## src/rtl/mtrsf_pkg.sv

```systemverilog
// Shared constants, types and codes of the multi-term row substring filter.
// No dependencies.
package mtrsf_pkg;

    localparam int MAX_TERMS    = 8;
    localparam int MAX_TERM_LEN = 32;

    localparam int BYTE_W   = 8;
    localparam int WIN_W    = MAX_TERM_LEN * BYTE_W;
    localparam int LEN_W    = $clog2(MAX_TERM_LEN + 1);
    localparam int TERM_W   = 3;   // term_index field width
    localparam int POS_W    = 5;   // byte_position field width
    localparam int TLEN_W   = 6;   // term_length_value field width
    localparam int OP_W     = 2;
    localparam int ACT_W    = 4;
    localparam int CNT_W    = 32;

    localparam int S_TDATA_W = 24;
    localparam int S_TUSER_W = 3;
    localparam int M_TDATA_W = 72;

    localparam int CFG_IDX_W  = 1;
    localparam int CFG_DATA_W = 4;

    typedef enum logic [OP_W-1:0] {
        OP_PAT_WRITE = 2'd0,
        OP_SET_LEN   = 2'd1,
        OP_ROW_ITEM  = 2'd2
    } op_t;

    typedef enum logic [CFG_IDX_W-1:0] {
        CFG_COMBINE_MODE = 1'd0,
        CFG_ACTIVE_TERMS = 1'd1
    } cfg_idx_t;

    // Per-term control for one accepted item
    typedef struct packed {
        logic              pat_we;
        logic              len_we;
        logic              byte_en;
        logic              row_done;
        logic [POS_W-1:0]  pos;
        logic [BYTE_W-1:0] data;
        logic [LEN_W-1:0]  len;
        logic [LEN_W-1:0]  fill;    // row fill including the current byte
    } term_ctrl_t;

endpackage

```

## src/rtl/mtrsf_win_cell.sv

```systemverilog
// One byte cell of the sliding window chain; hands its byte to the older neighbor.
// Depends on mtrsf_pkg.
module mtrsf_win_cell (
    input  logic                       clk,
    input  logic                       rst_n,
    input  logic                       shift_en,
    input  logic [mtrsf_pkg::BYTE_W-1:0] din,
    output logic [mtrsf_pkg::BYTE_W-1:0] q,
    output logic [mtrsf_pkg::BYTE_W-1:0] q_next
);
    import mtrsf_pkg::*;

    logic [BYTE_W-1:0] byte_reg;
    logic [BYTE_W-1:0] byte_next;

    always_comb
    begin
        byte_next = shift_en ? din : byte_reg;
    end

    always_ff @(posedge clk or negedge rst_n)
    begin
        if (!rst_n)
        begin
            byte_reg <= '0;
        end
        else
        begin
            byte_reg <= byte_next;
        end
    end

    assign q      = byte_reg;
    assign q_next = byte_next;

endmodule

```

## config.mk

```make
export PLATFORM = sky130hd
export DESIGN_NAME = mtrsf_win_cell
export DESIGN_NICKNAME = d
export VERILOG_FILES = /design/src/rtl/mtrsf_pkg.sv /design/src/rtl/mtrsf_win_cell.sv
export SDC_FILE = /design/constraint.sdc
export NUM_CORES = 1
export LEC_CHECK = 0
export BUFFER_PORTS_ARGS = -buffer_cell sky130_fd_sc_hd__buf_2
export CAP_MARGIN = 20
export CORE_AREA = 4 4 41 43
export DETAILED_ROUTE_END_ITERATION = 6
export DIE_AREA = 0 0 45 47
export PLACE_DENSITY = 0.55
export RECOVER_POWER = 100
export SLEW_MARGIN = 20
export SYNTH_ARGS = -nofsm -noshare
export SYNTH_HDL_FRONTEND = slang
export SYNTH_SLANG_ARGS = --single-unit
```

## constraint.sdc

```tcl
create_clock -name clk -period 1.93 [get_ports clk]
set_input_delay 0.0965 -clock clk [delete_from_list [all_inputs] [get_ports clk]]
set_output_delay 0.0965 -clock clk [all_outputs]
set_load 0.01 [all_outputs]
```

## After elaboration in Yosys (flattened, before gate mapping)

Index checks and enable logic that the tools add are counted.

| storage, ports and cells | value |
|---|---|
| register bits | 8 |
| bits of input ports | 11 |
| logic and storage cells | 2 |

| operators by class | value |
|---|---|
| muxes and demuxes | 1 |

Operators by type and width:

| operator | number |
|---|---|
| 8-bit 2-to-1 mux | 1 |

## Longest topological paths before layout

Gate-level depths: netlist of run 1.

| depth | value |
|---|---|
| word-level depth | 1 |
| gate-level depth with buffers | 2 |

## Worst setup path before layout of run 1

OpenSTA, ideal clock, no wires.

| path | value |
|---|---|
| path kind | reg-to-reg |
| start point | register byte_reg[0] (netlist: q[0]) |
| end point | register byte_reg[0] (netlist: q[0]) |
| data arrival time | 0.684 ns |
| required time | 1.797 ns |
| setup slack | 1.113 ns |
| stages on the path, launching flop included | 2 |
| buffers on the path | 0 |
| clock period less this slack | 0.817 ns |
| cell sequence | dfrtp_1 mux2_4 |

| on the way | value |
|---|---|
| cells in the longest elaborated chain, start to end | 1 |

RTL lines:

| item | line | source |
|---|---|---|
| from (decl) | mtrsf_win_cell.sv:13 | `logic [BYTE_W-1:0] byte_reg;` |
| from (signal assigned) | mtrsf_win_cell.sv:29 | `byte_reg <= byte_next;` |
| 8-bit 2-to-1 mux | mtrsf_win_cell.sv:18 | `byte_next = shift_en ? din : byte_reg;` |
| named net q_next, one bit | mtrsf_win_cell.sv:9 | `output logic [mtrsf_pkg::BYTE_W-1:0] q_next` |

The timed path passes the listed nets, and every way through them passes these cells.

## Final worst setup path of run 1

| path | value |
|---|---|
| start point | register byte_reg[6] (netlist: q[6]) |
| end point | output port q_next[6] in the netlist's numbering |

| on the way | value |
|---|---|
| cells in the longest elaborated chain, start to end | 1 |

RTL lines:

| item | line |
|---|---|
| 8-bit 2-to-1 mux | mtrsf_win_cell.sv:18 |
| to (decl) | mtrsf_win_cell.sv:9 |

No other way between the ends.

==> flow_summary.ini, run 1 <==
[timing]
fin_skew_ps = 0
hold_violations = 0
fmax_mhz = 870
worst_slack_ps = 780
tightest_slew_ps = 427
fin_crit_ps = 1150
hold_slack_ps = 94.4
rsz0062_at_grt = no
max-slew-margin-rel_pct = 71.6
drv_slew = 0
finalSetupViolCount = 0
min_period_over_period_pct = 59.6
timing.setup.tns_ps = 0

[die]
dieArea_sq_um = 2120
die_y_um = 47
fp.dieW_um = 45
core_sq_um = 1300
start_util_pct = 25.5
io_pins = 27
num_rows = 13

[pwr]
powerDensity_nw_per_um2 = 868
clkPwrFrac_pct = 31.0
power_frac_seq_pct = 49.2
p_sw_share_pct = 26.5
leakage_nw = 0.199
p_comb_share_pct = 19.8
vdd_drop_max_mv = 0.426
intPower_w = 0.000287
switchingPower_w = 0.000104
finalPower_w = 0.000391

[routing]
routed_wl_um = 699
num_vias = 253
ant_nets = 0
drc = 0
wl_per_cell_um = 11.5
avgViaCountPerCell = 4.15
drt-initial-drc-count = 1
dr.pass1.iters = 2

[synthesis]
synth.avg_cell_area_sq_um = 19.5
synthTopCellsByCount = dfrtp_1 (8), mux2_4 (8), buf_6 (1)
synth_edf_count = 0
yosys.cell_types.count = 3
syn_inst = 17
netlist.top_cell.by_area = dfrtp_1
netlist_area_sq_um = 332
yosysWarningCount = 0
ys_ff_latch = 8
ys_seq_area_share_pct = 60.4
synth.area.top_cells = dfrtp_1 (60%), mux2_4 (36%), buf_6 (3.4%)
synth_top_area_share_pct = 60.4
async_flop_share_pct = 100
synth_fp_nets = 28
ys.flop_type = dfrtp_1

[global_routing]
antenna_found_initial = 0
grt_overflow_total = 0
grt_pass1_vias = 286
grt_pass1_wl_um = 1190
grtUsageTotal_pct = 8.22
grt_max_degree = 9

[flow_run]
maxCapViolations = 0

[layout]
fin_nets = 59
area_growth_pct = 35.8
n_antenna_cell = 0
drive_above_1_share_pct = 26.1
layoutNonFillerInstCount = 61
largest_register_ffs = 8

[clock_tree]
clk_path_buf_depth = 2
postCtsResizedCells = 0
post_cts_buffers = 0
htreeDepth = 1
cts_root_buf = clkbuf_4
cts_buffers = 3
clock_sinks = 8
postCtsHoldBufs = 1
clk-insertion-delay-late_ps = 240
cts_tree = done
clkTransAtPathRegs_ps = 50

[setup_path]
path_cells = mux2_1, clkbuf_1
worstPathRequired_ps = 1830
slowest_delay_ps = 370
cp_max_fo = 2
cp-end-kind = output pin
critical_path.slowest_cell = dfrtp_1
arrival_ps = 1050
reg2reg_depth = 1
path_class = reg2out
start_kind = flip-flop

[placed_design]
gp_congestion = 0.586
dp_hpwl_um = 561
numPortBuffers = 26
place_ws_ps = 1000
dp_cells = 57

[worst_hold_path]
hold_depth = 2
hp-class = in2reg

[outcome]
status = completed
-- cells in the final DEF, fill, tap and decap left out --
master	n
buf_2	9
dfrtp_1	8
mux2_1	8
dlygate4sd3_1	1
clkbuf_4	3
clkbuf_1	17
-- power by group through the flow --
| stage | Clock (W) | Sequential (W) | Combinational [W] |
|---|---|---|---|
| 3_5_place_dp | 0 | 0.000196 | 0.000103 |
| 6_report | 0.000121 | 0.000192 | 0.0000775 |
| 4_1_cts | 0.000129 | 0.000193 | 0.000104 |
| 5_1_grt | 0.000142 | 0.000195 | 0.0000868 |
| 3_3_place_gp | 0 | 0.000196 | 0.000102 |
| 2_1_floorplan | 0 | 0.000204 | 0.0000472 |
-- layout make-up --
| class | instances | area [sq um] |
|---|---|---|
| fill | 156 | 851 |
| sequential | 8 | 200 |
| timing repair buffer | 27 | 119 |
| multi-input combinational | 8 | 90.1 |
| clock buffer | 3 | 22.5 |
| tap | 15 | 18.8 |
-- stage by stage --
step	cell area, sq um	util [%]
6_report	450	34.6
5_1_grt	450	34.6
3_3_place_gp	469	36.1
3_5_place_dp	469	36.1
4_1_cts	502	38.6
2_1_floorplan	332	-
-- worst paths after layout --
check	to	slack [ps]	start
worst max-delay path	q_next[6]	780	q[6]
worst min-delay path	q[3]	90	din[3]
worst max register to register	q[6]	1130	q[6]
worst min register to register	q[3]	510	q[3]
max in group asynchronous	q[7]	1340	rst_n
min in group asynchronous	q[2]	290	rst_n
-- routing by layer --
layer,wire length [um],GRT usage (%),up-vias,part of all wire (%)
met5,0,0,-,0
met4,0,1.75,0,0
met3,102,6.13,0,15
met2,302,13.0,19,43
met1,294,8.90,117,42
li1,-,-,117,-
-- worst max-delay path: cells and delay by family (launching register included) --
kind	cells	cell delay, ps
buffers and inverters	1	140
DFF	1	370
muxes	1	300
-- cell families (layout without fill, tap and decap cells) --
logic type / after synthesis / after routing / share of synthesized area (%)
muxes: 8 / 8 / 36.2
DFF: 8 / 8 / 60.4
buffers and inverters: 1 / 30 / 3.40
No activity file was read; power rests on OpenSTA's default activity.
==> run 2: changes to the inputs <==
- ABC_AREA: not set -> 1
- PLACE_DENSITY: 0.55 -> 0.53
- clock period: 1.93 -> 1.2 ns (I/O delays scaled with it)
==> run 2 against run 1 <==
Critical path depth grew 1. Sequential share of layout area shrank 0.37 points. Cell count grew 28%. Register-to-register slack lost 550 ps. Non-clock buffer count is the same. Combinational power grew 54%. Utilization grew 0.29 points. Critical path type unchanged. Critical endpoint is now q_next[2].
==> flow_summary.ini, run 2 <==
[routing]
num_vias = 313
ant_nets = 0
drt-initial-drc-count = 0
drc = 0
dr.pass1.iters = 1
wl_per_cell_um = 10.3
avgViaCountPerCell = 4.01
routed_wl_um = 807

[synthesis]
yosysMostFrequentCell = nand2_1
synthTopCellsByCount = nand2_1 (24), dfrtp_1 (8), buf_6 (1), inv_2 (1)
synth_edf_count = 0
synth_top_area_share_pct = 65.6
synth.avg_cell_area_sq_um = 8.98
ys.flop_type = dfrtp_1
netlist_area_sq_um = 305
synth.area.top_cells = dfrtp_1 (66%), nand2_1 (30%), buf_6 (3.7%)
synth_simple_gate_area_share_pct = 29.5
synth_top_family_by_area = simple AND/OR/NAND/NOR gates
ys_ff_latch = 8
async_flop_share_pct = 100
yosys.area_share.xor_xnor_pct = 0
ys_seq_area_share_pct = 65.6
yosysWarningCount = 0
synth_compound_area_share_pct = 0
synth.mux.area_fraction_pct = 0
syn_inst = 34
netlist.top_cell.by_area = dfrtp_1
yosys.cell_types.count = 4
synth_adder_area_share_pct = 0
synth_fp_nets = 45

[clock_tree]
post_cts_buffers = 0
clk_path_buf_depth = 2
cts_buffers = 3
postCtsResizedCells = 0
clkTransAtPathRegs_ps = 50
cts_root_buf = clkbuf_4
htreeDepth = 1
cts_tree = done
postCtsHoldBufs = 1
clock_sinks = 8
clk-insertion-delay-late_ps = 240

[global_routing]
antenna_found_initial = 0
grt_max_degree = 10
grt_overflow_total = 0
grtUsageTotal_pct = 8.45
grt_pass1_vias = 310
grt_pass1_wl_um = 1260

[die]
fp.dieW_um = 45
dieArea_sq_um = 2120
io_pins = 27
die_y_um = 47
start_util_pct = 23.5
core_sq_um = 1300
num_rows = 13

[placed_design]
dp_hpwl_um = 638
gp_congestion = 0.565
numPortBuffers = 26

[worst_hold_path]
hold_depth = 3
hp-class = in2reg

[setup_path]
start_kind = flip-flop
rrSetupSlack_ps = 580
endpoint = q_next[2]
critical_path.slowest_cell = dfrtp_1
path_class = reg2out
path_cells = nand2_1, nand2_1, clkbuf_1
worstPathRequired_ps = 1140
r2r-end = q[6]
startpoint = q[2]
slowest_delay_ps = 350
crit_path_frequent_cell = nand2_1
cp-end-kind = output pin
reg2reg_from = q[6]
reg2reg_depth = 2
cp_max_fo = 2
arrival_ps = 880

[layout]
fin_nets = 76
final_cell_mix = nand2_1 (24), clkbuf_1 (17), buf_2 (9)
n_fill_cell = 161
final_common_cell = nand2_1
drive_above_1_share_pct = 20.6
n_antenna_cell = 0
area_growth_pct = 48.8
largest_register_ffs = 8

[timing]
min_period_over_period_pct = 78.3
fmax_mhz = 1060
drv_slew = 0
fin_crit_ps = 939
tightest_slew_ps = 439
rsz0062_at_grt = no
max-slew-margin-rel_pct = 70.7
fin_skew_ps = 0
hold_slack_ps = 33.0
hold_violations = 0
finalSetupViolCount = 0
timing.setup.tns_ps = 0

[pwr]
vdd_drop_max_mv = 0.467
leakage_nw = 0.245
powerDensity_nw_per_um2 = 1370

[flow_run]
maxCapViolations = 0

[outcome]
status = completed
-- run 2: changes by cell type after synthesis --
cell,delta
nand2_1,+24
inv_2,+1
mux2_4,-8
-- run 2: worst min-delay path by stage --
| stage | start | endpoint |
|---|---|---|
| 2_1_floorplan | rst_n | q[0] |
| 3_3_place_gp | rst_n | q[0] |
| 3_5_place_dp | rst_n | q[3] |
| 4_1_cts | din[3] | q[3] |
| 6_report | din[3] | q[3] |
| 5_1_grt | din[2] | q[2] |
-- run 2: metal layers --
metal | global-route usage, % | up-vias | part of all wire (%)
li1 | - | 163 | -
met1 | 11.4 | 130 | 43
met2 | 11.9 | 20 | 43
met3 | 3.45 | 0 | 13
met4 | 3.51 | 0 | 0
met5 | 0 | - | 0
-- run 2: cell families after synthesis --
kind of cell,after synthesis
AND/OR/NAND/NOR,24
flip-flops,8
buffers and inverters,2
-- run 2: cell type report --
class	instances	area [sq um]	area share, %
Tap cell	15	18.8	4.13
Clock buffer	3	22.5	4.96
Multi-Input combinational cell	24	90.1	19.8
Inverter	1	3.75	0.826
Timing Repair Buffer	27	119	26.2
Sequential cell	8	200	44.1
-- run 2: critical path: cells and delay by family (launching register included) --
kind	cells	cell delay [ps]
and+or+nand+nor	2	130
buffers and inverters	1	150
DFF	1	350
-- run 2: through the flow --
stage / std cells / total power (W) / utilization, % / setup slack (ps) / area, sq um
after floorplan: 34 / 0.000372 / - / 504 / 305
after global placement: 74 / 0.000442 / 34.0 / 484 / 443
after detailed placement: 74 / 0.000443 / 34.0 / 483 / 443
after CTS: 78 / 0.000655 / 36.5 / 231 / 475
after global routing: 78 / 0.000669 / 34.9 / 185 / 454
final: 78 / 0.000624 / 34.9 / 261 / 454
-- run 2: power by group --
group	switching (W)	internal [W]	leakage, nW
clock network	0.0000844	0.000114	0.0138
logic	0.0000762	0.0000429	0.133
registers	0.0000121	0.000294	0.0974
total	0.000173	0.000451	0.245
